**config.mk**
```make
export PLATFORM = sky130hd
export DESIGN_NAME = tween_timeline_sequencer_unit
export DESIGN_NICKNAME = d
export VERILOG_FILES = /design/src/hdl/tts_pkg.sv /design/src/hdl/tween_timeline_sequencer_unit.sv /design/src/hdl/tts_alu.sv /design/src/hdl/tts_core.sv
export SDC_FILE = /design/constraint.sdc
export NUM_CORES = 2
export LEC_CHECK = 0
export BUFFER_PORTS_ARGS = -buffer_cell sky130_fd_sc_hd__buf_2
export CAP_MARGIN = 40
export CORE_MARGIN = 1.5
export CORE_UTILIZATION = 47
export DETAILED_ROUTE_END_ITERATION = 8
export GPL_TIMING_DRIVEN = 0
export HOLD_SLACK_MARGIN = 0.05
export PLACE_DENSITY = 0.61
export SLEW_MARGIN = 40
export SYNTH_ARGS = -nofsm -noshare
export SYNTH_HDL_FRONTEND = slang
export SYNTH_HIERARCHICAL = 1
export SYNTH_SLANG_ARGS = --single-unit
```
**constraint.sdc**
```tcl
create_clock -name clk -period 8.94 [get_ports clk]
set_input_delay 0.894 -clock clk [delete_from_list [all_inputs] [get_ports clk]]
set_output_delay 0.894 -clock clk [all_outputs]
set_load 0.005 [all_outputs]
```
**src/hdl/tts_pkg.sv**
```systemverilog
`timescale 1ns / 1ps
`default_nettype none

package tts_pkg;

  // Field and datapath widths
  localparam int TIME_W     = 32;
  localparam int LOOP_W     = 16;
  localparam int LC_W       = 17;
  localparam int RATE_W     = 16;
  localparam int RATE_FRAC  = 8;
  localparam int FLAG_W     = 4;
  localparam int DELTA_W    = 24;
  localparam int PROG_W     = 17;
  localparam int CMD_W      = 3;
  localparam int EV_W       = 2;
  localparam int CFG_IDX_W  = 3;
  localparam int CFG_DATA_W = 32;
  localparam int PROD_W     = DELTA_W + RATE_W;
  localparam int DIV_STEPS  = PROG_W;
  localparam int CNT_W      = $clog2(DIV_STEPS);
  localparam int CMP_W      = ((LOOP_W > LC_W - 1) ? LOOP_W : LC_W - 1) + 1;

  // Register defaults
  localparam logic [TIME_W-1:0] DEF_DURATION   = TIME_W'(65536);
  localparam logic [TIME_W-1:0] DEF_DELAY      = '0;
  localparam logic [LC_W-1:0]   DEF_LOOP_COUNT = LC_W'(1);
  localparam logic [RATE_W-1:0] DEF_RATE_SCALE = RATE_W'(256);
  localparam logic [FLAG_W-1:0] DEF_MODE_FLAGS = FLAG_W'(10);

  // Mode flag bits
  localparam int FLAG_PINGPONG    = 0;
  localparam int FLAG_AUTOSTOP    = 1;
  localparam int FLAG_TICK_PAUSED = 2;
  localparam int FLAG_DILATED     = 3;

  // Register indexes
  localparam logic [CFG_IDX_W-1:0] REG_DURATION    = 3'd0;
  localparam logic [CFG_IDX_W-1:0] REG_START_DELAY = 3'd1;
  localparam logic [CFG_IDX_W-1:0] REG_LOOP_DELAY  = 3'd2;
  localparam logic [CFG_IDX_W-1:0] REG_TURN_DELAY  = 3'd3;
  localparam logic [CFG_IDX_W-1:0] REG_LOOP_COUNT  = 3'd4;
  localparam logic [CFG_IDX_W-1:0] REG_RATE_SCALE  = 3'd5;
  localparam logic [CFG_IDX_W-1:0] REG_MODE_FLAGS  = 3'd6;

  typedef enum logic [CMD_W-1:0] {
    CMD_TICK    = 3'd0,
    CMD_START   = 3'd1,
    CMD_RESTART = 3'd2,
    CMD_PAUSE   = 3'd3,
    CMD_UNPAUSE = 3'd4,
    CMD_DESTROY = 3'd5,
    CMD_INIT    = 3'd6
  } cmd_t;

  typedef enum logic [EV_W-1:0] {
    EV_NONE = 2'd0,
    EV_LOOP = 2'd1,
    EV_TURN = 2'd2,
    EV_DONE = 2'd3
  } ev_t;

  typedef enum logic [1:0] {
    KIND_NONE  = 2'd0,
    KIND_START = 2'd1,
    KIND_LOOP  = 2'd2,
    KIND_TURN  = 2'd3
  } kind_t;

  typedef enum logic [3:0] {
    ST_IDLE,
    ST_DECODE,
    ST_MUL,
    ST_DELAY,
    ST_MOVE,
    ST_CLAMP,
    ST_DIV,
    ST_END,
    ST_OUT
  } state_t;

  typedef enum logic {
    ALU_ADD,
    ALU_SUB
  } alu_op_t;

  typedef struct packed {
    logic              flag;   // carry on add, borrow on subtract
    logic [TIME_W:0]   value;
  } alu_res_t;

  typedef struct packed {
    logic [TIME_W-1:0] duration;
    logic [TIME_W-1:0] start_delay;
    logic [TIME_W-1:0] loop_delay;
    logic [TIME_W-1:0] turn_delay;
    logic [LC_W-1:0]   loop_count;
    logic [RATE_W-1:0] rate_scale;
    logic [FLAG_W-1:0] mode_flags;
  } cfg_t;

  typedef struct packed {
    logic [CMD_W-1:0]   command;
    logic [DELTA_W-1:0] delta_raw;
    logic [DELTA_W-1:0] delta_dilated;
    logic               host_paused;
  } in_item_t;

  typedef struct packed {
    logic               progress_valid;
    logic [PROG_W-1:0]  progress;
    logic [TIME_W-1:0]  position;
    logic [EV_W-1:0]    event_res;
    logic               is_active;
    logic               is_paused;
    logic               is_reverse;
  } out_item_t;

endpackage

`default_nettype wire

```
**src/hdl/tween_timeline_sequencer_unit.sv**
```systemverilog
`timescale 1ns / 1ps
`default_nettype none
// Tween timeline sequencer: one timeline driven by commands.
// Input channel (in_valid / in_stall / in_data): one request per command
// (tick, start, restart, pause, unpause, destroy, init). Every request gives
// exactly one result on the output channel (out_valid / out_stall / out_data).
// Configuration: cfg_we writes cfg_wdata into register cfg_idx at the clock
// edge; write only while no request is in flight.
// A tick that moves the position passes decode, multiply, move, clamp, the
// 17 divider steps, end handling and output; a tick that only counts down a
// delay passes decode, multiply, delay countdown and output; a held-off tick
// and other commands pass decode and output.
// The restoring divider for progress runs on the shared adder/subtractor; one
// request is in work at a time, so a new request is accepted only after the
// result of the last one has moved to the output register.
// A finished result waits in the output register; the next request can be
// accepted while it waits, but its own result holds until the register frees.
// While out_stall is high, out_data holds and in_stall stays high once the
// following result is ready.
// Reset (rst_n low, synchronous) loads register defaults, clears the timeline
// state and empties the output register.
module tween_timeline_sequencer_unit (
  input  wire logic                              clk,
  input  wire logic                              rst_n,
  input  wire logic                              in_valid,
  output logic                                   in_stall,
  input  wire tts_pkg::in_item_t                 in_data,
  output logic                                   out_valid,
  input  wire logic                              out_stall,
  output tts_pkg::out_item_t                     out_data,
  input  wire logic                              cfg_we,
  input  wire logic [tts_pkg::CFG_IDX_W-1:0]     cfg_idx,
  input  wire logic [tts_pkg::CFG_DATA_W-1:0]    cfg_wdata
);

  tts_pkg::cfg_t      cfg_r, cfg_nxt;
  logic               out_valid_r, out_valid_nxt;
  tts_pkg::out_item_t out_data_r, out_data_nxt;

  logic               busy;
  logic               init_regs;
  logic               res_valid;
  tts_pkg::out_item_t res;
  logic               out_free;
  logic               in_take;

  assign in_take  = in_valid && !busy;
  assign out_free = !out_valid_r || !out_stall;

  tts_core u_core (
    .clk       (clk),
    .rst_n     (rst_n),
    .start     (in_take),
    .item      (in_data),
    .cfg       (cfg_r),
    .out_free  (out_free),
    .busy      (busy),
    .init_regs (init_regs),
    .res_valid (res_valid),
    .res       (res)
  );

  // Register file: host writes, init restores all but duration
  always_comb begin
    cfg_nxt = cfg_r;
    if (init_regs) begin
      cfg_nxt.start_delay = tts_pkg::DEF_DELAY;
      cfg_nxt.loop_delay  = tts_pkg::DEF_DELAY;
      cfg_nxt.turn_delay  = tts_pkg::DEF_DELAY;
      cfg_nxt.loop_count  = tts_pkg::DEF_LOOP_COUNT;
      cfg_nxt.rate_scale  = tts_pkg::DEF_RATE_SCALE;
      cfg_nxt.mode_flags  = tts_pkg::DEF_MODE_FLAGS;
    end else if (cfg_we) begin
      case (cfg_idx)
        tts_pkg::REG_DURATION:    cfg_nxt.duration    = cfg_wdata[tts_pkg::TIME_W-1:0];
        tts_pkg::REG_START_DELAY: cfg_nxt.start_delay = cfg_wdata[tts_pkg::TIME_W-1:0];
        tts_pkg::REG_LOOP_DELAY:  cfg_nxt.loop_delay  = cfg_wdata[tts_pkg::TIME_W-1:0];
        tts_pkg::REG_TURN_DELAY:  cfg_nxt.turn_delay  = cfg_wdata[tts_pkg::TIME_W-1:0];
        tts_pkg::REG_LOOP_COUNT:  cfg_nxt.loop_count  = cfg_wdata[tts_pkg::LC_W-1:0];
        tts_pkg::REG_RATE_SCALE:  cfg_nxt.rate_scale  = cfg_wdata[tts_pkg::RATE_W-1:0];
        tts_pkg::REG_MODE_FLAGS:  cfg_nxt.mode_flags  = cfg_wdata[tts_pkg::FLAG_W-1:0];
        default: ;
      endcase
    end
  end

  // Output register: load a finished result, drop it once taken
  always_comb begin
    out_valid_nxt = out_valid_r;
    out_data_nxt  = out_data_r;
    if (res_valid) begin
      out_valid_nxt = 1'b1;
      out_data_nxt  = res;
    end else if (out_valid_r && !out_stall) begin
      out_valid_nxt = 1'b0;
    end
  end

  always_ff @(posedge clk) begin
    if (!rst_n) begin
      cfg_r.duration    <= tts_pkg::DEF_DURATION;
      cfg_r.start_delay <= tts_pkg::DEF_DELAY;
      cfg_r.loop_delay  <= tts_pkg::DEF_DELAY;
      cfg_r.turn_delay  <= tts_pkg::DEF_DELAY;
      cfg_r.loop_count  <= tts_pkg::DEF_LOOP_COUNT;
      cfg_r.rate_scale  <= tts_pkg::DEF_RATE_SCALE;
      cfg_r.mode_flags  <= tts_pkg::DEF_MODE_FLAGS;
      out_valid_r       <= 1'b0;
    end else begin
      cfg_r             <= cfg_nxt;
      out_valid_r       <= out_valid_nxt;
    end
  end

  always_ff @(posedge clk) begin
    out_data_r <= out_data_nxt;
  end

  assign in_stall  = busy;
  assign out_valid = out_valid_r;
  assign out_data  = out_data_r;

endmodule

`default_nettype wire

```
**src/hdl/tts_alu.sv**
```systemverilog
`timescale 1ns / 1ps
`default_nettype none

module tts_alu (
  input  wire tts_pkg::alu_op_t             op,
  input  wire logic [tts_pkg::TIME_W:0]     a,
  input  wire logic [tts_pkg::TIME_W:0]     b,
  output tts_pkg::alu_res_t                 res
);

  logic [tts_pkg::TIME_W+1:0] sum;

  // Shared adder/subtractor with carry or borrow out
  always_comb begin
    case (op)
      tts_pkg::ALU_ADD: sum = {1'b0, a} + {1'b0, b};
      tts_pkg::ALU_SUB: sum = {1'b0, a} - {1'b0, b};
      default:          sum = {1'b0, a};
    endcase
    res.flag  = sum[tts_pkg::TIME_W+1];
    res.value = sum[tts_pkg::TIME_W:0];
  end

endmodule

`default_nettype wire

```
**src/hdl/tts_core.sv**
```systemverilog
`timescale 1ns / 1ps
`default_nettype none

module tts_core (
  input  wire logic                clk,
  input  wire logic                rst_n,
  input  wire logic                start,
  input  wire tts_pkg::in_item_t   item,
  input  wire tts_pkg::cfg_t       cfg,
  input  wire logic                out_free,
  output logic                     busy,
  output logic                     init_regs,
  output logic                     res_valid,
  output tts_pkg::out_item_t       res
);

  localparam int TW = tts_pkg::TIME_W;

  tts_pkg::state_t state_r, state_nxt;

  // Captured request
  tts_pkg::cmd_t                  cmd_r, cmd_nxt;
  logic [tts_pkg::DELTA_W-1:0]    delta_r, delta_nxt;
  logic                           hostp_r, hostp_nxt;

  // Timeline state
  logic [TW-1:0]                  pos_r, pos_nxt;
  logic [TW-1:0]                  delay_r, delay_nxt;
  logic                           rev_r, rev_nxt;
  logic [tts_pkg::LOOP_W-1:0]     loops_r, loops_nxt;
  logic                           active_r, active_nxt;
  logic                           paused_r, paused_nxt;
  tts_pkg::kind_t                 kind_r, kind_nxt;

  // Work registers
  logic [TW-1:0]                  dt_r, dt_nxt;
  logic [TW:0]                    tmp_r, tmp_nxt;
  logic [TW:0]                    rem_r, rem_nxt;
  logic [tts_pkg::PROG_W-1:0]     q_r, q_nxt;
  logic [tts_pkg::CNT_W-1:0]      cnt_r, cnt_nxt;
  logic [TW-1:0]                  shown_r, shown_nxt;
  logic                           valid_r, valid_nxt;
  tts_pkg::ev_t                   ev_r, ev_nxt;

  // Shared unit
  tts_pkg::alu_op_t               alu_op;
  logic [TW:0]                    alu_a;
  logic [TW:0]                    alu_b;
  tts_pkg::alu_res_t              alu_res;

  logic [TW-1:0]                  dur;
  logic                           gated;
  logic [tts_pkg::PROD_W-1:0]     prod;
  logic [TW-1:0]                  dt_sat;
  logic [TW-1:0]                  clamp_pos;
  logic [tts_pkg::LOOP_W-1:0]     loops_inc;
  logic                           more_loops;
  logic                           at_end;

  tts_alu u_alu (
    .op  (alu_op),
    .a   (alu_a),
    .b   (alu_b),
    .res (alu_res)
  );

  // Zero duration counts as one unit
  assign dur = (cfg.duration == '0) ? TW'(1) : cfg.duration;

  assign gated = (paused_r || !active_r || hostp_r) &&
                 !cfg.mode_flags[tts_pkg::FLAG_TICK_PAUSED];

  // Scale the delta by the Q8.8 rate and saturate to the time width
  assign prod = tts_pkg::PROD_W'(delta_r) * tts_pkg::PROD_W'(cfg.rate_scale);
  assign dt_sat = (|(prod >> (tts_pkg::RATE_FRAC + TW))) ? '1
                                                          : prod[tts_pkg::RATE_FRAC +: TW];

  // Loop bookkeeping: saturating count, negative loop_count means endless
  assign loops_inc  = (&loops_r) ? loops_r : loops_r + 1'b1;
  assign more_loops = cfg.loop_count[tts_pkg::LC_W-1] ||
                      (tts_pkg::CMP_W'(loops_inc) <
                       tts_pkg::CMP_W'(cfg.loop_count[tts_pkg::LC_W-2:0]));
  assign at_end     = rev_r ? (pos_r == '0) : (pos_r == dur);

  assign clamp_pos = (!alu_res.flag && (alu_res.value != '0)) ? dur : tmp_r[TW-1:0];

  // Next state
  always_comb begin
    state_nxt = state_r;
    case (state_r)
      tts_pkg::ST_IDLE:   if (start) state_nxt = tts_pkg::ST_DECODE;
      tts_pkg::ST_DECODE: begin
        if (cmd_r == tts_pkg::CMD_TICK && !gated) state_nxt = tts_pkg::ST_MUL;
        else state_nxt = tts_pkg::ST_OUT;
      end
      tts_pkg::ST_MUL: begin
        if (delay_r != '0) state_nxt = tts_pkg::ST_DELAY;
        else state_nxt = tts_pkg::ST_MOVE;
      end
      tts_pkg::ST_DELAY:  state_nxt = tts_pkg::ST_OUT;
      tts_pkg::ST_MOVE:   state_nxt = tts_pkg::ST_CLAMP;
      tts_pkg::ST_CLAMP:  state_nxt = tts_pkg::ST_DIV;
      tts_pkg::ST_DIV:    if (cnt_r == '0) state_nxt = tts_pkg::ST_END;
      tts_pkg::ST_END:    state_nxt = tts_pkg::ST_OUT;
      tts_pkg::ST_OUT:    if (out_free) state_nxt = tts_pkg::ST_IDLE;
      default:            state_nxt = tts_pkg::ST_IDLE;
    endcase
  end

  // Datapath and state updates
  always_comb begin
    cmd_nxt    = cmd_r;
    delta_nxt  = delta_r;
    hostp_nxt  = hostp_r;
    pos_nxt    = pos_r;
    delay_nxt  = delay_r;
    rev_nxt    = rev_r;
    loops_nxt  = loops_r;
    active_nxt = active_r;
    paused_nxt = paused_r;
    kind_nxt   = kind_r;
    dt_nxt     = dt_r;
    tmp_nxt    = tmp_r;
    rem_nxt    = rem_r;
    q_nxt      = q_r;
    cnt_nxt    = cnt_r;
    shown_nxt  = shown_r;
    valid_nxt  = valid_r;
    ev_nxt     = ev_r;
    alu_op     = tts_pkg::ALU_SUB;
    alu_a      = tmp_r;
    alu_b      = {1'b0, dur};

    case (state_r)
      tts_pkg::ST_IDLE: begin
        if (start) begin
          cmd_nxt   = tts_pkg::cmd_t'(item.command);
          delta_nxt = cfg.mode_flags[tts_pkg::FLAG_DILATED] ? item.delta_dilated
                                                            : item.delta_raw;
          hostp_nxt = item.host_paused;
        end
      end

      tts_pkg::ST_DECODE: begin
        valid_nxt = 1'b0;
        ev_nxt    = tts_pkg::EV_NONE;
        case (cmd_r)
          tts_pkg::CMD_TICK: ;
          tts_pkg::CMD_START: begin
            delay_nxt = cfg.start_delay;
            kind_nxt  = (cfg.start_delay != '0) ? tts_pkg::KIND_START : tts_pkg::KIND_NONE;
          end
          tts_pkg::CMD_RESTART: begin
            if (active_r) begin
              pos_nxt    = '0;
              rev_nxt    = 1'b0;
              loops_nxt  = '0;
              paused_nxt = 1'b0;
              delay_nxt  = cfg.start_delay;
              kind_nxt   = (cfg.start_delay != '0) ? tts_pkg::KIND_START
                                                   : tts_pkg::KIND_NONE;
            end
          end
          tts_pkg::CMD_PAUSE:   paused_nxt = 1'b1;
          tts_pkg::CMD_UNPAUSE: paused_nxt = 1'b0;
          tts_pkg::CMD_DESTROY: active_nxt = 1'b0;
          tts_pkg::CMD_INIT: begin
            pos_nxt    = '0;
            delay_nxt  = '0;
            rev_nxt    = 1'b0;
            loops_nxt  = '0;
            active_nxt = 1'b1;
            paused_nxt = 1'b0;
            kind_nxt   = tts_pkg::KIND_NONE;
          end
          default: ;
        endcase
      end

      tts_pkg::ST_MUL: dt_nxt = dt_sat;

      // Count down the pending delay; surplus time is dropped
      tts_pkg::ST_DELAY: begin
        alu_a = {1'b0, delay_r};
        alu_b = {1'b0, dt_r};
        if (alu_res.flag || alu_res.value == '0) begin
          delay_nxt = '0;
          kind_nxt  = tts_pkg::KIND_NONE;
          case (kind_r)
            tts_pkg::KIND_LOOP: ev_nxt = tts_pkg::EV_LOOP;
            tts_pkg::KIND_TURN: ev_nxt = tts_pkg::EV_TURN;
            default:            ev_nxt = tts_pkg::EV_NONE;
          endcase
        end else begin
          delay_nxt = alu_res.value[TW-1:0];
        end
      end

      // Advance or rewind the position
      tts_pkg::ST_MOVE: begin
        alu_a  = {1'b0, pos_r};
        alu_b  = {1'b0, dt_r};
        alu_op = rev_r ? tts_pkg::ALU_SUB : tts_pkg::ALU_ADD;
        if (rev_r && alu_res.flag) tmp_nxt = '0;
        else tmp_nxt = alu_res.value;
      end

      // Clamp to the duration and seed the divider
      tts_pkg::ST_CLAMP: begin
        alu_a     = tmp_r;
        pos_nxt   = clamp_pos;
        shown_nxt = clamp_pos;
        valid_nxt = 1'b1;
        rem_nxt   = {1'b0, clamp_pos};
        q_nxt     = '0;
        cnt_nxt   = tts_pkg::CNT_W'(tts_pkg::DIV_STEPS - 1);
      end

      // One quotient bit per cycle, restoring
      tts_pkg::ST_DIV: begin
        alu_a = rem_r;
        q_nxt = {q_r[tts_pkg::PROG_W-2:0], !alu_res.flag};
        if (!alu_res.flag) rem_nxt = {alu_res.value[TW-1:0], 1'b0};
        else rem_nxt = {rem_r[TW-1:0], 1'b0};
        if (cnt_r != '0) cnt_nxt = cnt_r - 1'b1;
      end

      // Handle ping-pong turn, loop restart or completion
      tts_pkg::ST_END: begin
        if (at_end) begin
          if (!rev_r && cfg.mode_flags[tts_pkg::FLAG_PINGPONG]) begin
            rev_nxt   = 1'b1;
            delay_nxt = cfg.turn_delay;
            if (cfg.turn_delay != '0) kind_nxt = tts_pkg::KIND_TURN;
            else ev_nxt = tts_pkg::EV_TURN;
          end else begin
            loops_nxt = loops_inc;
            if (more_loops) begin
              delay_nxt = cfg.loop_delay;
              pos_nxt   = '0;
              rev_nxt   = 1'b0;
              if (cfg.loop_delay != '0) kind_nxt = tts_pkg::KIND_LOOP;
              else ev_nxt = tts_pkg::EV_LOOP;
            end else begin
              if (cfg.mode_flags[tts_pkg::FLAG_AUTOSTOP]) active_nxt = 1'b0;
              else paused_nxt = 1'b1;
              ev_nxt = tts_pkg::EV_DONE;
            end
          end
        end
      end

      default: ;
    endcase
  end

  // Handshake and result outputs
  always_comb begin
    busy               = (state_r != tts_pkg::ST_IDLE);
    init_regs          = (state_r == tts_pkg::ST_DECODE) && (cmd_r == tts_pkg::CMD_INIT);
    res_valid          = (state_r == tts_pkg::ST_OUT) && out_free;
    res.progress_valid = valid_r;
    res.progress       = valid_r ? q_r : '0;
    res.position       = valid_r ? shown_r : pos_r;
    res.event_res      = ev_r;
    res.is_active      = active_r;
    res.is_paused      = paused_r;
    res.is_reverse     = rev_r;
  end

  // Control state
  always_ff @(posedge clk) begin
    if (!rst_n) begin
      state_r  <= tts_pkg::ST_IDLE;
      pos_r    <= '0;
      delay_r  <= '0;
      rev_r    <= 1'b0;
      loops_r  <= '0;
      active_r <= 1'b1;
      paused_r <= 1'b0;
      kind_r   <= tts_pkg::KIND_NONE;
      valid_r  <= 1'b0;
      ev_r     <= tts_pkg::EV_NONE;
      cnt_r    <= '0;
    end else begin
      state_r  <= state_nxt;
      pos_r    <= pos_nxt;
      delay_r  <= delay_nxt;
      rev_r    <= rev_nxt;
      loops_r  <= loops_nxt;
      active_r <= active_nxt;
      paused_r <= paused_nxt;
      kind_r   <= kind_nxt;
      valid_r  <= valid_nxt;
      ev_r     <= ev_nxt;
      cnt_r    <= cnt_nxt;
    end
  end

  // Payload and work registers
  always_ff @(posedge clk) begin
    cmd_r   <= cmd_nxt;
    delta_r <= delta_nxt;
    hostp_r <= hostp_nxt;
    dt_r    <= dt_nxt;
    tmp_r   <= tmp_nxt;
    rem_r   <= rem_nxt;
    q_r     <= q_nxt;
    shown_r <= shown_nxt;
  end

endmodule

`default_nettype wire

```
==> flow_results.xml <==
<?xml version="1.0" encoding="UTF-8"?>
<metrics>
  <group name="synth">
    <metric name="async_flop_share" unit="%">0</metric>
    <metric name="synth_top_cells_by_area" unit="">edfxtp_1, fa_1, dfxtp_1</metric>
    <metric name="ys_seq_area_share" unit="%">33.1</metric>
    <metric name="yosysWarningCount" unit="">6</metric>
    <metric name="number_of_synthesized_register_bits" unit="">493</metric>
    <metric name="syn_avg_cell_area" unit="µm²">9.54</metric>
    <metric name="synth_top_area_share" unit="%">18.8</metric>
    <metric name="synth_ff_type" unit="">dfxtp_1</metric>
    <metric name="synth_edf_count" unit="">230</metric>
    <metric name="synth.distinct_cells" unit="">89</metric>
    <metric name="synth_area" unit="µm²">36800</metric>
    <metric name="synth_top_area_cell" unit="">edfxtp_1</metric>
    <metric name="post_synth_inst_count" unit="">3860</metric>
  </group>
  <group name="critical_path">
    <metric name="critPathMaxFanout" unit="">10</metric>
    <metric name="cp_top_family" unit="">simple AND/OR/NAND/NOR gates</metric>
    <metric name="critical_path_arrival" unit="ns">8.96</metric>
    <metric name="startpoint" unit="">u_core/state_r[0]$_SDFFE_PN0P_</metric>
    <metric name="critical_path_buf_inv_count" unit="">7</metric>
    <metric name="cpMaxStageDelayCell" unit="">mux2i_2</metric>
    <metric name="endpoint_kind" unit="">flip-flop</metric>
    <metric name="critPathCapture" unit="">u_core/rem_r[3]$_DFFE_PN_</metric>
    <metric name="critical_path.max_stage_delay" unit="ns">0.46</metric>
    <metric name="timing.critical_path.from_type" unit="">flip-flop</metric>
    <metric name="reg2reg_setup_slack" unit="ns">0.35</metric>
    <metric name="r2r-end" unit="">u_core/rem_r[3]$_DFFE_PN_</metric>
    <metric name="reg2reg_depth" unit="">30</metric>
    <metric name="worst-path-stages" unit="">30</metric>
    <metric name="timing.setup.critical_path_class" unit="">flip-flop to flip-flop</metric>
    <metric name="worstPathRequired" unit="ns">9.31</metric>
    <metric name="critical_path.reg2reg.startpoint" unit="">u_core/state_r[0]$_SDFFE_PN0P_</metric>
  </group>
  <group name="floorplanning">
    <metric name="effective_utilization_at_floorplan" unit="%">47.5</metric>
    <metric name="chip_width" unit="µm">283</metric>
    <metric name="floorplan.rows" unit="">102</metric>
    <metric name="design.die.area" unit="µm²">80000</metric>
    <metric name="io_pins" unit="">149</metric>
    <metric name="floorplan.core_area" unit="µm²">77500</metric>
    <metric name="die_ht" unit="µm">283</metric>
  </group>
  <group name="sta">
    <metric name="finalClockSkew" unit="ns">0.0858</metric>
    <metric name="setup_violations" unit="">0</metric>
    <metric name="max_freq" unit="MHz">116</metric>
    <metric name="hold_viol" unit="">0</metric>
    <metric name="fin_tns_setup" unit="ns">0</metric>
    <metric name="period_share" unit="%">96.0</metric>
    <metric name="slew_viol_final" unit="">0</metric>
    <metric name="fin_crit" unit="ns">8.59</metric>
    <metric name="slew_at_the_pin_closest_to_its_max_slew_limit" unit="ns">0.999</metric>
    <metric name="final.hold.worst_slack" unit="ns">0.422</metric>
    <metric name="maxSlewHeadroom" unit="%">32.9</metric>
    <metric name="post-route-worst-setup-slack" unit="ns">0.354</metric>
  </group>
  <group name="power">
    <metric name="static-leakage-power" unit="µW">0.0170</metric>
    <metric name="peakVddDrop" unit="V">0.000163</metric>
    <metric name="sw_frac_of_total" unit="%">33.8</metric>
    <metric name="power_frac_comb" unit="%">26.8</metric>
    <metric name="power.sequential.fraction" unit="%">38.5</metric>
    <metric name="p_total" unit="µW">6880</metric>
    <metric name="power_density" unit="nW/µm²">167</metric>
    <metric name="switchingPower" unit="µW">2330</metric>
    <metric name="power_report.internal_total" unit="µW">4550</metric>
    <metric name="share_clk_of_total_power" unit="%">34.7</metric>
  </group>
  <group name="clock_tree">
    <metric name="tritoncts_num_sinks" unit="">493</metric>
    <metric name="clk_transition_reported_paths" unit="ns">0.07</metric>
    <metric name="tritoncts" unit="">yes</metric>
    <metric name="htreeDepth" unit="">2</metric>
    <metric name="clockRootBuffer" unit="">clkbuf_16</metric>
    <metric name="hold_buffers" unit="">0</metric>
    <metric name="ctsLongestPathBuffers" unit="">3</metric>
    <metric name="cts_buffers" unit="">56</metric>
    <metric name="clock_latency" unit="ns">0.66</metric>
  </group>
  <group name="grt">
    <metric name="grt_util_all_layers" unit="%">30.9</metric>
    <metric name="global_route_wire_length_before_repair" unit="µm">183000</metric>
    <metric name="pin_count_of_the_biggest_net_entering_global_routing" unit="">39</metric>
    <metric name="first_global_vias" unit="">29456</metric>
    <metric name="antenna_found_initial" unit="">3</metric>
    <metric name="overflow" unit="">0</metric>
  </group>
  <group name="placement">
    <metric name="buffers_added_on_ports" unit="">148</metric>
    <metric name="gpl.final_weighted_congestion" unit="">1.01</metric>
    <metric name="worst_slack_at_placement" unit="ns">-0.648</metric>
    <metric name="post-place-cells" unit="">5068</metric>
    <metric name="detailedPlacementHpwl" unit="µm">97400</metric>
  </group>
  <group name="layout">
    <metric name="instances_no_fill" unit="">5176</metric>
    <metric name="drive_above_1_share" unit="%">12.0</metric>
    <metric name="finalNetCount" unit="">4646</metric>
    <metric name="area_delta_synth_final" unit="%">11.9</metric>
  </group>
  <group name="worst_hold_path">
    <metric name="hold_path_class" unit="">input pin to flip-flop</metric>
  </group>
  <group name="drt">
    <metric name="drt-vias-per-instance" unit="">5.74</metric>
    <metric name="drt_iter0_markers" unit="">2721</metric>
    <metric name="drt_pass1_iterations" unit="">6</metric>
    <metric name="drt_drc_violations_left" unit="">0</metric>
    <metric name="via_count" unit="">29705</metric>
    <metric name="routedWlPerCell" unit="µm">23.7</metric>
    <metric name="drt-total-wl" unit="µm">123000</metric>
    <metric name="antenna_violating_nets_post_route" unit="">0</metric>
  </group>
  <group name="job">
    <metric name="timing.max_cap.violations" unit="">0</metric>
  </group>
  <group name="run_status">
    <metric name="result_of_the_run" unit="">finished, final reports clean</metric>
  </group>
</metrics>
[stage by stage]
step	area (µm²)	utilization, %
global placement	38900	50.2
finish	41200	53.2
detailed placement	39100	50.4
floorplan	36800	-
CTS	41100	53.0
global route	41200	53.2
[synth_stat cells (all sizes together) (38+ instances only)]
cell	instances
a21oi	251
inv	411
xor2	40
clkbuf	160
nand4	38
a22o	63
mux2i	103
xnor2	101
nand2	630
buf	60
fa	306
ha	161
nor2b	51
o21ai	64
a211oi	40
edfxtp	230
nor2	153
nor4	66
and2	225
dfxtp	263
mux2	91
a221o	64
[power groups by stage]
stage | logic, µW | clock network (µW) | registers (µW)
after detailed placement | 1790 | 0 | 2690
final | 1840 | 2390 | 2650
after CTS | 1800 | 2430 | 2640
after floorplan | 1200 | 0 | 2620
after global placement | 1750 | 0 | 2700
after global routing | 2010 | 2510 | 2650
[logic make-up (layout without fill, tap and decap cells)]
family | Yosys count | count (layout) | synth area share (%)
and+or+nand+nor | 1302 | 1302 | 17.1
AOI/OAI and AO/OA | 631 | 631 | 12.0
buffers and inverters | 631 | 905 | 6.77
DFF | 493 | 493 | 33.1
adders and majority gates | 467 | 467 | 22.1
muxes | 194 | 194 | 5.59
xor gates and xnor gates | 141 | 141 | 3.36
other | 1 | 3 | 0.0102
[cell type report]
class / count / area, µm²
timing repair buffer: 170 / 933
buffer: 218 / 963
sequential: 493 / 12200
tap: 1040 / 1300
inverter: 411 / 1540
antenna: 1 / 2.50
clock buffer: 81 / 1640
multi-input combinational: 2737 / 22300
clock inverter: 25 / 288
fill: 7090 / 36300
[what timing repair did]
item / 4_1_cts / 5_1_grt
endpoints found under the hold margin: 0 / 0
setup endpoints to repair: 131 / 131
setup buffers: 0 / 2
resized for setup: 14 / 17
pin swaps: 0 / 1
[registers in the layout (all words and copies together) (netlist names), 2 cells and up]
name and flops:
cfg_r 165, u_core/delay_r 32, u_core/delta_r 24, u_core/cmd_r 3
u_core/loops_r 16, u_core/state_r 4, u_core/shown_r 32, u_core/cnt_r 5
u_core/tmp_r 33, u_core/ev_r 2, u_core/rem_r 33, out_data 55
u_core/pos_r 32, u_core/dt_r 32, u_core/q_r 17, u_core/kind_r 2
[cell usage in the layout (no fill, tap or decap), types with 63 or more instances in the layout]
master / instances
nand2_1: 627
mux2_2: 91
dfxtp_1: 263
ha_1: 161
a22o_1: 63
xnor2_1: 99
mux2i_1: 89
fa_1: 306
a21oi_1: 248
a221o_1: 64
edfxtp_1: 230
and2_1: 225
buf_2: 196
nor2_1: 151
inv_1: 410
clkbuf_1: 159
[worst min path at each step]
stage | startpoint | endpoint | slack (ns) | depth (start not counted)
after floorplan | u_core/ev_r[0]$_SDFFE_PN0P_ | out_data[3]$_DFFE_PP_ | 0.41 | 0
after global placement | u_core/ev_r[0]$_SDFFE_PN0P_ | out_data[3]$_DFFE_PP_ | 0.42 | 0
after detailed placement | u_core/ev_r[0]$_SDFFE_PN0P_ | out_data[3]$_DFFE_PP_ | 0.42 | 0
after CTS | in_data[50] | u_core/cmd_r[1]$_DFFE_PP_ | 0.41 | 1
after global routing | in_data[50] | u_core/cmd_r[1]$_DFFE_PP_ | 0.41 | 1
final | in_data[50] | u_core/cmd_r[1]$_DFFE_PP_ | 0.42 | 1
[layer usage]
metal  GRT usage [%]  vias to the layer above  part of all wire, %
met2            50.0                     1307                   45
met3            5.39                      352                  7.7
met4            15.8                        4                  5.7
met5               0                        -                0.029
li1                -                    13515                    -
met1            39.7                    14527                   41
Note: power is estimated with default switching activity, not from simulation.
